### src/rtl/core/lsps_pkg.sv
package lsps_pkg;

  // Default tick period in milliseconds.
  localparam int unsigned TICK_MS_DEFAULT = 20;

  localparam int unsigned PHASE_W = 11;
  localparam int unsigned LEVEL_W = 8;
  localparam int unsigned MODE_W  = 4;
  localparam int unsigned COUNT_W = 32;

  localparam logic [LEVEL_W-1:0] FULL = 8'hFF;

  localparam logic               SLEEP_ENABLE_RESET = 1'b1;
  localparam logic [COUNT_W-1:0] SLEEP_TICKS_RESET  = 32'd90000;

  // Item opcodes
  localparam logic OP_TICK    = 1'b0;
  localparam logic OP_REQUEST = 1'b1;

  // Configuration register indexes
  localparam logic CFG_SLEEP_ENABLE = 1'b0;
  localparam logic CFG_SLEEP_TICKS  = 1'b1;

  // Mode codes
  localparam logic [MODE_W-1:0] MODE_INIT      = 4'd0;
  localparam logic [MODE_W-1:0] MODE_OFF       = 4'd1;
  localparam logic [MODE_W-1:0] MODE_BUILDING  = 4'd2;
  localparam logic [MODE_W-1:0] MODE_SUCCESS   = 4'd3;
  localparam logic [MODE_W-1:0] MODE_UNSTABLE  = 4'd4;
  localparam logic [MODE_W-1:0] MODE_FAILED    = 4'd5;
  localparam logic [MODE_W-1:0] MODE_PREPARE   = 4'd6;
  localparam logic [MODE_W-1:0] MODE_NIGHT     = 4'd7;
  localparam logic [MODE_W-1:0] MODE_WAIT      = 4'd8;
  localparam logic [MODE_W-1:0] MODE_ALTERNATE = 4'd9;
  localparam logic [MODE_W-1:0] MODE_ROLLING   = 4'd10;
  localparam logic [MODE_W-1:0] MODE_CYCLE     = 4'd11;

  // Architectural state of the sequencer. rem tracks phase modulo the
  // half-second ramp length while the power-on animation runs.
  typedef struct packed {
    logic [MODE_W-1:0]  mode;
    logic [PHASE_W-1:0] phase;
    logic [PHASE_W-1:0] rem;
    logic [COUNT_W-1:0] countdown;
    logic [LEVEL_W-1:0] red;
    logic [LEVEL_W-1:0] yellow;
    logic [LEVEL_W-1:0] green;
  } lamp_state_t;

endpackage

### src/rtl/core/lsps_ramp.sv
// 255 * num / D, clamped to 255, with D = ticks per half second.
// The constant divide is a multiply by a rounded-up reciprocal, exact for
// every 19-bit dividend.
module lsps_ramp #(
  parameter int unsigned TICK_MS = lsps_pkg::TICK_MS_DEFAULT
) (
  input  logic [lsps_pkg::PHASE_W-1:0] num,
  output logic [lsps_pkg::LEVEL_W-1:0] level
);

  localparam int unsigned X_W   = lsps_pkg::PHASE_W + lsps_pkg::LEVEL_W;
  localparam int unsigned DIV   = 500 / TICK_MS;
  localparam int unsigned SHIFT = X_W + $clog2(DIV);
  localparam longint unsigned RECIP =
    ((longint'(1) << SHIFT) + longint'(DIV) - 1) / longint'(DIV);
  localparam logic [X_W:0] RECIP_C = (X_W+1)'(RECIP);

  logic [X_W-1:0]   scaled;
  logic [2*X_W:0]   prod;
  logic [2*X_W:0]   quot;

  assign scaled = {num, {lsps_pkg::LEVEL_W{1'b0}}} - X_W'(num);
  assign prod   = (2*X_W+1)'(scaled) * (2*X_W+1)'(RECIP_C);
  assign quot   = prod >> SHIFT;
  assign level  = (quot > (2*X_W+1)'(lsps_pkg::FULL)) ? lsps_pkg::FULL
                                                      : quot[lsps_pkg::LEVEL_W-1:0];

endmodule

### src/rtl/core/lsps_step.sv
// Next-state and result logic for one item.
module lsps_step #(
  parameter int unsigned TICK_MS = lsps_pkg::TICK_MS_DEFAULT
) (
  input  lsps_pkg::lamp_state_t               cur,
  input  logic                                op,
  input  logic [lsps_pkg::MODE_W-1:0]         requested_mode,
  input  logic                                sleep_enable,
  input  logic [lsps_pkg::COUNT_W-1:0]        sleep_ticks,
  output lsps_pkg::lamp_state_t               nxt,
  output logic                                accepted
);

  localparam logic [31:0] T500   = 32'(500 / TICK_MS);
  localparam logic [31:0] T750   = 32'(750 / TICK_MS);
  localparam logic [31:0] T1000  = 32'(1000 / TICK_MS);
  localparam logic [31:0] T1250  = 32'(1250 / TICK_MS);
  localparam logic [31:0] T1500  = 32'(1500 / TICK_MS);
  localparam logic [31:0] T2000  = 32'(2000 / TICK_MS);
  localparam logic [31:0] T3000  = 32'(3000 / TICK_MS);
  localparam logic [31:0] T3500  = 32'(3500 / TICK_MS);
  localparam logic [31:0] T4000  = 32'(4000 / TICK_MS);
  localparam logic [31:0] T4500  = 32'(4500 / TICK_MS);
  localparam logic [31:0] T10000 = 32'(10000 / TICK_MS);
  localparam logic [31:0] T11000 = 32'(11000 / TICK_MS);
  localparam logic [31:0] T21000 = 32'(21000 / TICK_MS);
  localparam logic [31:0] T23000 = 32'(23000 / TICK_MS);

  localparam int unsigned PW = lsps_pkg::PHASE_W;

  logic [31:0]                    pw;
  logic [PW-1:0]                  ramp_num;
  logic [lsps_pkg::LEVEL_W-1:0]   ramp_level;
  logic [lsps_pkg::LEVEL_W-1:0]   ramp_inv;
  logic [lsps_pkg::COUNT_W-1:0]   count;
  logic                           init_done;

  // phase + 1 modulo period; phase always stays below period in these modes
  function automatic logic [PW-1:0] wrap_next(input logic [31:0] phase,
                                              input logic [31:0] period);
    logic [31:0] inc;
    inc = phase + 32'd1;
    if (inc >= period) begin
      inc = inc - period;
    end
    return inc[PW-1:0];
  endfunction

  assign pw = 32'(cur.phase);

  // One ramp unit serves every mode; pick its position in the current segment.
  always_comb begin
    case (cur.mode)
      lsps_pkg::MODE_INIT: begin
        ramp_num = cur.rem;
      end
      lsps_pkg::MODE_BUILDING: begin
        ramp_num = (pw < T500) ? cur.phase : PW'(pw - T750);
      end
      lsps_pkg::MODE_ROLLING: begin
        if (pw < T500) begin
          ramp_num = cur.phase;
        end else if (pw < T1000) begin
          ramp_num = PW'(pw - T500);
        end else if (pw < T1500) begin
          ramp_num = PW'(pw - T1000);
        end else begin
          ramp_num = PW'(pw - T1500);
        end
      end
      default: begin
        ramp_num = '0;
      end
    endcase
  end

  lsps_ramp #(.TICK_MS(TICK_MS)) u_ramp (
    .num   (ramp_num),
    .level (ramp_level)
  );

  assign ramp_inv = lsps_pkg::FULL - ramp_level;

  always_comb begin
    nxt       = cur;
    accepted  = 1'b0;
    init_done = 1'b0;
    count     = cur.countdown;
    if (op == lsps_pkg::OP_TICK) begin
      case (cur.mode)
        lsps_pkg::MODE_INIT: begin
          if (pw < T500) begin
            {nxt.red, nxt.yellow, nxt.green} = {ramp_level, 8'd0, 8'd0};
          end else if (pw < T1000) begin
            {nxt.red, nxt.yellow, nxt.green} = {lsps_pkg::FULL, ramp_level, 8'd0};
          end else if (pw < T1500) begin
            {nxt.red, nxt.yellow, nxt.green} = {lsps_pkg::FULL, lsps_pkg::FULL, ramp_level};
          end else if (pw < T3000) begin
            {nxt.red, nxt.yellow, nxt.green} = {3{lsps_pkg::FULL}};
          end else if (pw < T3500) begin
            {nxt.red, nxt.yellow, nxt.green} = {ramp_inv, lsps_pkg::FULL, lsps_pkg::FULL};
          end else if (pw < T4000) begin
            {nxt.red, nxt.yellow, nxt.green} = {8'd0, ramp_inv, lsps_pkg::FULL};
          end else if (pw < T4500) begin
            {nxt.red, nxt.yellow, nxt.green} = {8'd0, 8'd0, ramp_inv};
          end else begin
            init_done = 1'b1;
            nxt.mode  = lsps_pkg::MODE_OFF;
          end
          nxt.phase = cur.phase + PW'(1);
          // keep rem equal to phase mod ramp length, including the phase wrap
          if (cur.phase == {PW{1'b1}}) begin
            nxt.rem = '0;
          end else if (32'(cur.rem) + 32'd1 == T500) begin
            nxt.rem = '0;
          end else begin
            nxt.rem = cur.rem + PW'(1);
          end
        end
        lsps_pkg::MODE_OFF: begin
          {nxt.red, nxt.yellow, nxt.green} = '0;
        end
        lsps_pkg::MODE_BUILDING: begin
          if (pw < T500) begin
            {nxt.red, nxt.yellow, nxt.green} = {8'd0, ramp_level, 8'd0};
          end else if (pw < T750) begin
            {nxt.red, nxt.yellow, nxt.green} = {8'd0, lsps_pkg::FULL, 8'd0};
          end else if (pw < T1250) begin
            {nxt.red, nxt.yellow, nxt.green} = {8'd0, ramp_inv, 8'd0};
          end else begin
            {nxt.red, nxt.yellow, nxt.green} = '0;
          end
          nxt.phase = wrap_next(pw, T1500);
        end
        lsps_pkg::MODE_SUCCESS: begin
          {nxt.red, nxt.yellow, nxt.green} = {8'd0, 8'd0, lsps_pkg::FULL};
        end
        lsps_pkg::MODE_UNSTABLE: begin
          {nxt.red, nxt.yellow, nxt.green} = {8'd0, lsps_pkg::FULL, 8'd0};
        end
        lsps_pkg::MODE_FAILED: begin
          {nxt.red, nxt.yellow, nxt.green} = {lsps_pkg::FULL, 8'd0, 8'd0};
        end
        lsps_pkg::MODE_PREPARE: begin
          {nxt.red, nxt.yellow, nxt.green} = {lsps_pkg::FULL, lsps_pkg::FULL, 8'd0};
        end
        lsps_pkg::MODE_NIGHT: begin
          nxt.red    = 8'd0;
          nxt.yellow = (pw < T1000) ? lsps_pkg::FULL : 8'd0;
          nxt.green  = 8'd0;
          nxt.phase  = wrap_next(pw, T2000);
        end
        lsps_pkg::MODE_WAIT: begin
          nxt.red    = (pw < T500) ? lsps_pkg::FULL : 8'd0;
          nxt.yellow = 8'd0;
          nxt.green  = (pw < T500) ? lsps_pkg::FULL : 8'd0;
          nxt.phase  = wrap_next(pw, T1000);
        end
        lsps_pkg::MODE_ALTERNATE: begin
          if (pw < T1000) begin
            {nxt.red, nxt.yellow, nxt.green} = {lsps_pkg::FULL, 8'd0, lsps_pkg::FULL};
          end else begin
            {nxt.red, nxt.yellow, nxt.green} = {8'd0, lsps_pkg::FULL, 8'd0};
          end
          nxt.phase = wrap_next(pw, T2000);
        end
        lsps_pkg::MODE_ROLLING: begin
          if (pw < T500) begin
            {nxt.red, nxt.yellow, nxt.green} = {ramp_level, 8'd0, 8'd0};
          end else if (pw < T1000) begin
            {nxt.red, nxt.yellow, nxt.green} = {ramp_inv, ramp_level, 8'd0};
          end else if (pw < T1500) begin
            {nxt.red, nxt.yellow, nxt.green} = {8'd0, ramp_inv, ramp_level};
          end else if (pw < T2000) begin
            {nxt.red, nxt.yellow, nxt.green} = {8'd0, 8'd0, ramp_inv};
          end else begin
            {nxt.red, nxt.yellow, nxt.green} = '0;
          end
          nxt.phase = wrap_next(pw, T3000);
        end
        lsps_pkg::MODE_CYCLE: begin
          // red, red+yellow, green, yellow; untouched lamps hold
          if (pw < T10000) begin
            {nxt.red, nxt.yellow, nxt.green} = {lsps_pkg::FULL, 8'd0, 8'd0};
          end else if (pw < T11000) begin
            nxt.yellow = lsps_pkg::FULL;
          end else if (pw < T21000) begin
            {nxt.red, nxt.yellow, nxt.green} = {8'd0, 8'd0, lsps_pkg::FULL};
          end else begin
            nxt.yellow = lsps_pkg::FULL;
            nxt.green  = 8'd0;
          end
          nxt.phase = wrap_next(pw, T23000);
        end
        default: begin
          nxt.mode = lsps_pkg::MODE_INIT;
        end
      endcase

      // inactivity countdown, after the mode step
      if (init_done) begin
        count = '0;
      end
      if (count != '0) begin
        count = count - lsps_pkg::COUNT_W'(1);
      end
      if (count == '0) begin
        if (sleep_enable) begin
          nxt.mode = lsps_pkg::MODE_OFF;
        end else begin
          count = sleep_ticks;
        end
      end
      nxt.countdown = count;
    end else begin
      if (requested_mode <= lsps_pkg::MODE_CYCLE) begin
        accepted      = 1'b1;
        nxt.countdown = sleep_ticks;
        if (requested_mode != cur.mode) begin
          nxt.mode  = requested_mode;
          nxt.phase = '0;
          nxt.rem   = '0;
        end
      end
    end
  end

endmodule

### src/rtl/core/led_signal_pattern_sequencer.sv
// Red/yellow/green lamp sequencer. Each request on the item channel is either
// a tick (op = 0), which steps the current mode's animation and updates the
// three 8-bit lamp levels, or a mode request (op = 1) for codes 0..11; codes
// 12..15 are rejected with accepted = 0 and change nothing. Every request
// yields exactly one result carrying the lamp levels, accepted and the mode.
// The block takes one request per clock while result_stall stays low: a
// request is registered in the input register, the next-state logic (one
// constant-reciprocal multiply for the fade ramps plus the 32-bit sleep
// countdown) runs from that register, and the result lands in the output
// register. item_stall rises only when the output register is held and the
// input register is full. After rst the mode is the power-on ramp, the lamps
// are off and the countdown holds 90000. Configuration (index 0 sleep_enable,
// index 1 sleep_ticks) is always ready and should be written while idle.
module led_signal_pattern_sequencer #(
  parameter int unsigned TICK_MS = lsps_pkg::TICK_MS_DEFAULT
) (
  input  logic                                clk,
  input  logic                                rst,
  // item channel
  input  logic                                item_valid,
  output logic                                item_stall,
  input  logic                                op,
  input  logic [lsps_pkg::MODE_W-1:0]         requested_mode,
  // result channel
  output logic                                result_valid,
  input  logic                                result_stall,
  output logic [lsps_pkg::LEVEL_W-1:0]        red_level,
  output logic [lsps_pkg::LEVEL_W-1:0]        yellow_level,
  output logic [lsps_pkg::LEVEL_W-1:0]        green_level,
  output logic                                accepted,
  output logic [lsps_pkg::MODE_W-1:0]         current_mode,
  // configuration write channel
  input  logic                                cfg_valid,
  output logic                                cfg_ready,
  input  logic                                cfg_index,
  input  logic [lsps_pkg::COUNT_W-1:0]        cfg_data
);

  // configuration registers
  logic                           sleep_enable;
  logic [lsps_pkg::COUNT_W-1:0]   sleep_ticks;

  // input register
  logic                           in_valid;
  logic                           in_op;
  logic [lsps_pkg::MODE_W-1:0]    in_mode;

  // architectural state and its next value
  lsps_pkg::lamp_state_t          state;
  lsps_pkg::lamp_state_t          state_next;
  logic                           accepted_next;

  logic                           out_en;
  logic                           in_load;

  // output stage advances unless a held result is stalled;
  // input register loads when it empties into the output stage or is empty
  assign out_en     = !result_valid || !result_stall;
  assign in_load    = out_en || !in_valid;
  assign item_stall = !in_load;
  assign cfg_ready  = 1'b1;

  always_ff @(posedge clk) begin
    if (rst) begin
      sleep_enable <= lsps_pkg::SLEEP_ENABLE_RESET;
      sleep_ticks  <= lsps_pkg::SLEEP_TICKS_RESET;
    end else if (cfg_valid && cfg_ready) begin
      case (cfg_index)
        lsps_pkg::CFG_SLEEP_ENABLE: sleep_enable <= cfg_data[0];
        lsps_pkg::CFG_SLEEP_TICKS:  sleep_ticks  <= cfg_data;
        default: ;
      endcase
    end
  end

  // input register
  always_ff @(posedge clk) begin
    if (rst) begin
      in_valid <= 1'b0;
    end else if (in_load) begin
      in_valid <= item_valid;
    end
  end

  always_ff @(posedge clk) begin
    if (in_load) begin
      in_op   <= op;
      in_mode <= requested_mode;
    end
  end

  lsps_step #(.TICK_MS(TICK_MS)) u_step (
    .cur            (state),
    .op             (in_op),
    .requested_mode (in_mode),
    .sleep_enable   (sleep_enable),
    .sleep_ticks    (sleep_ticks),
    .nxt            (state_next),
    .accepted       (accepted_next)
  );

  // state commits together with the result it produces
  always_ff @(posedge clk) begin
    if (rst) begin
      state.mode      <= lsps_pkg::MODE_INIT;
      state.phase     <= '0;
      state.rem       <= '0;
      state.countdown <= lsps_pkg::SLEEP_TICKS_RESET;
      state.red       <= '0;
      state.yellow    <= '0;
      state.green     <= '0;
    end else if (out_en && in_valid) begin
      state <= state_next;
    end
  end

  // result register
  always_ff @(posedge clk) begin
    if (rst) begin
      result_valid <= 1'b0;
    end else if (out_en) begin
      result_valid <= in_valid;
    end
  end

  always_ff @(posedge clk) begin
    if (out_en && in_valid) begin
      red_level    <= state_next.red;
      yellow_level <= state_next.yellow;
      green_level  <= state_next.green;
      accepted     <= accepted_next;
      current_mode <= state_next.mode;
    end
  end

  // input side stalls only behind a held result
  a_stall_cause: assert property (@(posedge clk) disable iff (rst)
    item_stall |-> (result_valid && result_stall && in_valid))
    else $error("item_stall without a held result");

  // a buffered request always moves into the result register when it can
  a_advance: assert property (@(posedge clk) disable iff (rst)
    (in_valid && out_en) |=> result_valid)
    else $error("buffered request lost");

  // ticks never report an accepted mode request
  a_tick_not_accepted: assert property (@(posedge clk) disable iff (rst)
    (in_valid && out_en && (in_op == lsps_pkg::OP_TICK)) |=> !accepted)
    else $error("tick reported as accepted");

  // reported mode is always a defined code
  a_mode_range: assert property (@(posedge clk) disable iff (rst)
    result_valid |-> (current_mode <= lsps_pkg::MODE_CYCLE))
    else $error("undefined mode reported");

endmodule
### config.mk
export PLATFORM = sky130hd
export DESIGN_NAME = led_signal_pattern_sequencer
export DESIGN_NICKNAME = d
export VERILOG_FILES = /design/src/rtl/core/lsps_pkg.sv /design/src/rtl/core/lsps_ramp.sv /design/src/rtl/core/lsps_step.sv /design/src/rtl/core/led_signal_pattern_sequencer.sv
export SDC_FILE = /design/constraint.sdc
export NUM_CORES = 1
export LEC_CHECK = 0
export BUFFER_PORTS_ARGS = -buffer_cell sky130_fd_sc_hd__buf_2
export CAP_MARGIN = 10
export CORE_ASPECT_RATIO = 1.25
export CORE_UTILIZATION = 59
export CTS_CLUSTER_SIZE = 24
export DETAILED_ROUTE_END_ITERATION = 6
export GPL_ROUTABILITY_DRIVEN = 1
export PLACE_DENSITY = 0.78
export SETUP_SLACK_MARGIN = 0.15
export SYNTH_ARGS = -nofsm -noshare
export SYNTH_HDL_FRONTEND = slang
export SYNTH_HIERARCHICAL = 1
export SYNTH_SLANG_ARGS = --single-unit
### constraint.sdc
create_clock -name clk -period 10.8 [get_ports clk]
set_input_delay 2.7 -clock clk [delete_from_list [all_inputs] [get_ports clk]]
set_output_delay 2.7 -clock clk [all_outputs]
set_load 0.005 [all_outputs]
==> metrics.csv, run 1 <==
metric;value;unit
core_area;34700;sq um
worst_slew_pin_slew;1480;ps
hold_viol_final;0;
crit_fanout;8;
leakage;10.4;nW
grtUsageTotal;42.0;%
max_freq;92.4;MHz
finClkSkew;15.3;ps
fp.dieH;213;microns
final.min_clock_period;10820;ps
yosys-top-cells-area;fa_1, dfxtp_1, ha_1, nand2b_1, edfxtp_1;
yosysTopAreaCell;fa_1;
num_rows;76;
clock_latency;460;ps
cts_hold_buf;0;
dieArea;36300;sq um
yosysSeqAreaShare;16.0;%
grt_overflow;0;
synth_area_per_cell;8.03;sq um
avgRoutedWirePerCell;23.7;microns
yosysTopAreaCellShare;12.2;%
clockBufferDepth;2;
cts_max_level;4;
fillers;2779;
violations;capacitance limit, setup timing;
drive_gt1_share;19.4;%
grt_pass1_vias;20900;
clkTransAtPathRegs;80;ps
synth_top_family_by_area;adder cells;
syn_inst;2612;
max-vdd-ir-drop;0.473;mV
num_io_pins;75;
drv_slew;0;
routed_via_density;6.55;
multi_input_area;16500;sq um
timing.hold.ws;500;ps
initial_core_util;60.4;%
synthAdderAreaFrac;23.2;%
gp_congestion;1.01;
cp.buffers_inverters;11;
hp-class;flop to flop;
synth_fp_nets;2967;
post-route-period-util;100;%
synth-seq-cells;151;
wl;76.8;mm
port_buffers;73;
fin_tns_setup;-71.9;ps
cp-start-kind;flop;
final_nets;3118;
async_reset_ff_share;0;%
slew_headroom;1.09;%
rsz0062_at_grt;yes;
dp.cells;3149;
cts_buffers;17;
grt_max_degree;118;
synth_edf_count;34;
place_hpwl;55.5;mm
cp.arrival;11210;ps
slowest_stage;fa_1;
antenna_found_initial;1;
slowest_delay;560;ps
outcome;complete, but fails checks;
crit_type;flop to flop;
setup_viol;5;
seq_area;3370;sq um
synth-main-ff-cell;dfxtp_1;
yosys.area_share.xor_xnor;3.55;%
dp_slack;-252;ps
yosys.area_share.simple;21.4;%
max_cap_viol_count;1;
synth.most_common_cell;inv_1;
synth_compound_area_share;21.0;%
fp.dieW;171;microns
synth_area;21000;sq um
cts_tree;done;
cp_top_family;adder cells;
dr.pass1.iters;6;
num_vias;21300;
critPathRequiredTime;11190;ps
root_buffer;clkbuf_16;
yosysWarnings;6;
drc;0;
power_density;350;nW/um^2
power;0.00845;W
layoutNonFillerInstCount;3244;
cp-end-kind;flop;
synthMuxAreaShare;5.91;%
ant_nets;0;
n_antenna_cell;0;
setup_slack;-21.7;ps
synthDistinctLibCells;95;
cts.sinks;151;
syn_to_final_growth;15.2;%
first_iter_violations;2039;
synth_common_cells;inv_1, nor2_1, nand2_1, ha_1, nand2b_1;
grt_pass1_wl;116;mm
[per-stage QoR]
stage	util (%)	instance area, sq um
3_3_place_gp	64.5	22400
5_1_grt	69.7	24200
2_1_floorplan	-	21100
6_report	69.7	24200
4_1_cts	67.4	23400
3_5_place_dp	64.5	22400
[metal layers]
metal | GRT usage [%] | part of all wire (%) | up-vias
li1 | - | - | 9498
met1 | 45.9 | 36 | 10200
met2 | 69.8 | 47 | 1182
met3 | 9.58 | 8.5 | 406
met4 | 33.8 | 8.9 | 2
met5 | 0 | 0.016 | -
[state kept, by name, indices dropped and copies added, names as in the netlist]
name          flops
red_level         8
result_valid      1
green_level       8
yellow_level      8
sleep_ticks      32
in_mode           4
in_op             1
accepted          1
in_valid          1
state            82
current_mode      4
sleep_enable      1
[cell families (layout without fill, tap and decap cells)]
kind of cell | count (synthesis) | count (layout)
adder cells (fa/ha/maj) | 312 | 312
flip-flops | 151 | 151
buffers and inverters | 433 | 597
multiplexers | 121 | 121
other | 1 | 1
XOR/XNOR | 85 | 85
AO/OA/AOI/OAI | 640 | 640
AND/OR/NAND/NOR | 869 | 869
[worst min-delay path, delay by kind of cell (launching register included)]
family / cells / cell delay [ps]
simple gates: 1 / 70
flops: 1 / 330
mux: 1 / 60
[timing repair]
action | 4_1_cts | 5_1_grt
buffers inserted | 28 | 35
pin swaps | 33 | 80
setup endpoints to repair | 48 | 48
endpoints found under the hold margin | 0 | 0
resized for setup | 41 | 119
[cell usage in the layout, fill, tap and decap left out, types with 20 or more instances in the layout]
cell,Yosys,final
xnor2_1,60,56
edfxtp_1,34,34
nor3_1,55,48
buf_4,3,209
dfxtp_1,117,115
buf_2,24,72
mux2i_1,98,98
and2_1,20,20
a21bo_2,21,21
nand2b_1,168,163
fa_1,128,120
a221o_1,23,23
inv_1,268,259
and3_1,24,24
nand2_1,196,194
mux2_2,23,23
nor2_1,210,206
nand3_1,62,62
xor2_1,25,23
a21oi_1,158,146
ha_1,184,172
nand4_1,27,27
o221ai_1,35,31
o21ai_0,129,108
o211ai_1,26,26
[cell type report]
type,count,area share [%]
Tap cell,468,2.42
Clock inverter,15,0.802
Clock buffer,17,1.76
Sequential cell,151,13.9
Timing Repair Buffer,296,8.73
Multi-Input combinational cell,2028,68.2
Inverter,269,4.19
[where the power goes]
| group | total, W | switching (W) | internal, W |
|---|---|---|---|
| clock network | 0.000626 | 0.000309 | 0.000317 |
| logic | 0.00717 | 0.00420 | 0.00297 |
| registers | 0.000655 | 0.0000386 | 0.000616 |
| total | 0.00845 | 0.00455 | 0.00390 |
[path summary, 6_finish.rpt]
check	end	start	slack (ps)	cells after the start
max reg2reg	state[6]	state[69]	-20	52
min reg2reg	state[15]	state[15]	500	2
max	state[6]	state[69]	-20	52
min	state[15]	state[15]	500	2
No activity file was read; power rests on OpenSTA's default activity.
==> run 2: changes to the inputs <==
--- a/config.mk
+++ b/config.mk
@@ -7,7 +7,6 @@
 export LEC_CHECK = 0
 export BUFFER_PORTS_ARGS = -buffer_cell sky130_fd_sc_hd__buf_2
 export CAP_MARGIN = 10
-export CORE_ASPECT_RATIO = 1.25
 export CORE_UTILIZATION = 59
 export CTS_CLUSTER_SIZE = 24
 export DETAILED_ROUTE_END_ITERATION = 6
==> run 2 against run 1 <==
  * The flow finishes with violations (DRC, setup timing)
  * Sequential share of layout area hardly changed
  * Via count fell by 1.2%
  * Register-to-register slack got worse by 40 ps
  * Routed wire length is 4.1% lower
  * Worst setup slack got worse by 39 ps
  * Largest power group unchanged
  * Highest routed layer is now met4
==> metrics.csv, run 2 (same netlist as run 1, synthesis figures left out) <==
metric;value;unit;change
hold_viol_final;0;;unchanged
outcome;complete, but fails checks;;
slew_headroom;6.86;%;+5.8 points
violations;DRC, setup timing;;
avgRoutedWirePerCell;22.8;microns;-3.5%
setup_slack;-60.6;ps;-38.9 ps
clockBufferDepth;2;;unchanged
biggestRegsByFlops;state x82, sleep_ticks x32;;
regMostFlops;state;;
slowest_stage;fa_1;;
dp.cells;3122;;-0.86%
critPathRequiredTime;11000;ps;-190 ps
pwr-share-seq;7.2;%;-0.5 points
grt_pass1_vias;20300;;-3.1%
crit_fanout;8;;unchanged
cts_tree;done;;
fp.dieH;191;microns;-10%
layoutNonFillerInstCount;3223;;-0.65%
cp.arrival;11060;ps;-150 ps
power_density;373;nW/um^2;+6.6%
cts_hold_buf;0;;unchanged
syn_to_final_growth;15.3;%;about the same
place_hpwl;53.5;mm;-3.5%
grt_overflow;0;;unchanged
leakage;10.4;nW;-0.18%
grtUsageTotal;39.8;%;-2.2 points
core_area;34800;sq um;+0.26%
switching_power;0.00483;W;+6.1%
crit_top_cell;buf_4;;
cp-end-kind;flop;;
hp-class;flop to flop;;
cp-start-kind;flop;;
cts_max_level;4;;unchanged
max_freq;92.1;MHz;-0.36%
dieArea;36300;sq um;about the same
clock_latency;460;ps;about the same
wl;73.6;mm;-4.1%
cts_buffers;17;;unchanged
root_buffer;clkbuf_16;;
worst_slew_pin_slew;1380;ps;-92.2 ps
final.min_clock_period;10860;ps;+38.9 ps
p_clk_share;7.1;%;-0.3 points
routed_via_density;6.52;;-0.52%
setup_viol;2;;-3
grt_pass1_wl;112;mm;-3.6%
grt_max_degree;133;;+13%
fp.dieW;191;microns;+12%
timing.hold.ws;491;ps;-8.49 ps
cts.sinks;151;;unchanged
rsz0062_at_grt;yes;;
num_vias;21000;;-1.2%
num_io_pins;75;;unchanged
max-vdd-ir-drop;0.845;mV;+79%
ant_nets;0;;unchanged
first_iter_violations;2540;;+25%
dr.pass1.iters;7;;+1
internal_power;0.00418;W;+7.2%
crit_type;flop to flop;;
largest_register_ffs;82;;unchanged
gp_congestion;1.03;;+2.3%
post-route-period-util;101;%;+0.36 points
final_common_cell;inv_1;;
final_nets;3110;;-0.26%
slowest_delay;550;ps;about the same
drive_gt1_share;19.2;%;-0.16 points
clkTransAtPathRegs;60;ps;-20 ps
drc;10;;+10
num_rows;68;;-11%
mostFrequentLayoutCells;inv_1, nor2_1, buf_4;;
n_antenna_cell;0;;unchanged
initial_core_util;60.3;%;-0.16 points
antenna_found_initial;0;;-1
port_buffers;73;;unchanged
finClkSkew;17.9;ps;+2.59 ps
comb_power_share;85.6;%;+0.7 points
drv_slew;0;;unchanged
max_cap_viol_count;0;;-1
switching_share;53.6;%;-0.27 points
-- run 2: cell types whose count changed in the layout (fill, tap and decap cells not counted), sizes merged --
cell,before,now
clkinv,9,4
inv,275,273
clkbuf,17,21
clkinvlp,0,1
buf,296,288
bufinv,0,2
-- run 2: layout make-up --
class | instances | area (sq um)
clock buffer | 21 | 482
clock inverter | 11 | 134
fill | 2785 | 10600
inverter | 269 | 1010
multi-input combinational | 2028 | 16500
sequential | 151 | 3370
tap | 455 | 569
timing repair buffer | 288 | 2080
-- run 2: layer usage --
layer / vias to the layer above / part of all wire, % / track usage, %
met1: 10100 / 41 / 53.0
met3: 227 / 9.4 / 7.67
met4: 0 / 4.1 / 16.2
met2: 1211 / 46 / 63.1
li1: 9462 / - / -
met5: - / 0 / 0
-- run 2: worst max-delay path: cells and delay by family (launching register included) --
family	cells	cell delay, ps
AOI/OAI and AO/OA	12	2140
xor gates and xnor gates	2	310
adders and majority gates	8	3540
buffers and inverters	11	1450
DFF	1	350
and+or+nand+nor	12	2810
-- run 2: worst paths after layout --
kind	endpoint	startpoint	slack (ps)	cells past startpoint
worst max register to register	green_level[4]	state[68]	-60	45
worst min-delay path	state[15]	state[15]	490	2
worst min register to register	state[15]	state[15]	490	2
worst max-delay path	green_level[4]	state[68]	-60	45
-- run 2: per-stage QoR --
step | worst slack, ps | area [sq um] | setup TNS (ps) | power, W | util (%)
5_1_grt | -373 | 24200 | -6600 | 0.00954 | 69.5
3_3_place_gp | 48.4 | 22300 | 0 | 0.00689 | 63.9
2_1_floorplan | 150 | 21100 | 0 | 0.00480 | -
6_report | -60.6 | 24200 | -116 | 0.00901 | 69.5
3_5_place_dp | -351 | 22300 | -6670 | 0.00703 | 63.9
4_1_cts | 151 | 23300 | 0 | 0.00806 | 67.1
-- run 2: power groups by stage --
stage / Combinational [W] / Clock (W) / Sequential, W
floorplan: 0.00415 / 0 / 0.000649
global placement: 0.00622 / 0 / 0.000662
detailed placement: 0.00636 / 0 / 0.000663
CTS: 0.00676 / 0.000647 / 0.000651
global route: 0.00821 / 0.000669 / 0.000656
finish: 0.00772 / 0.000642 / 0.000653
-- run 2: repair_timing --
action | in CTS | in global routing
endpoints found under the setup margin | 48 | 48
buffers inserted | 38 | 31
gates resized for setup | 40 | 143
pin swaps | 39 | 92
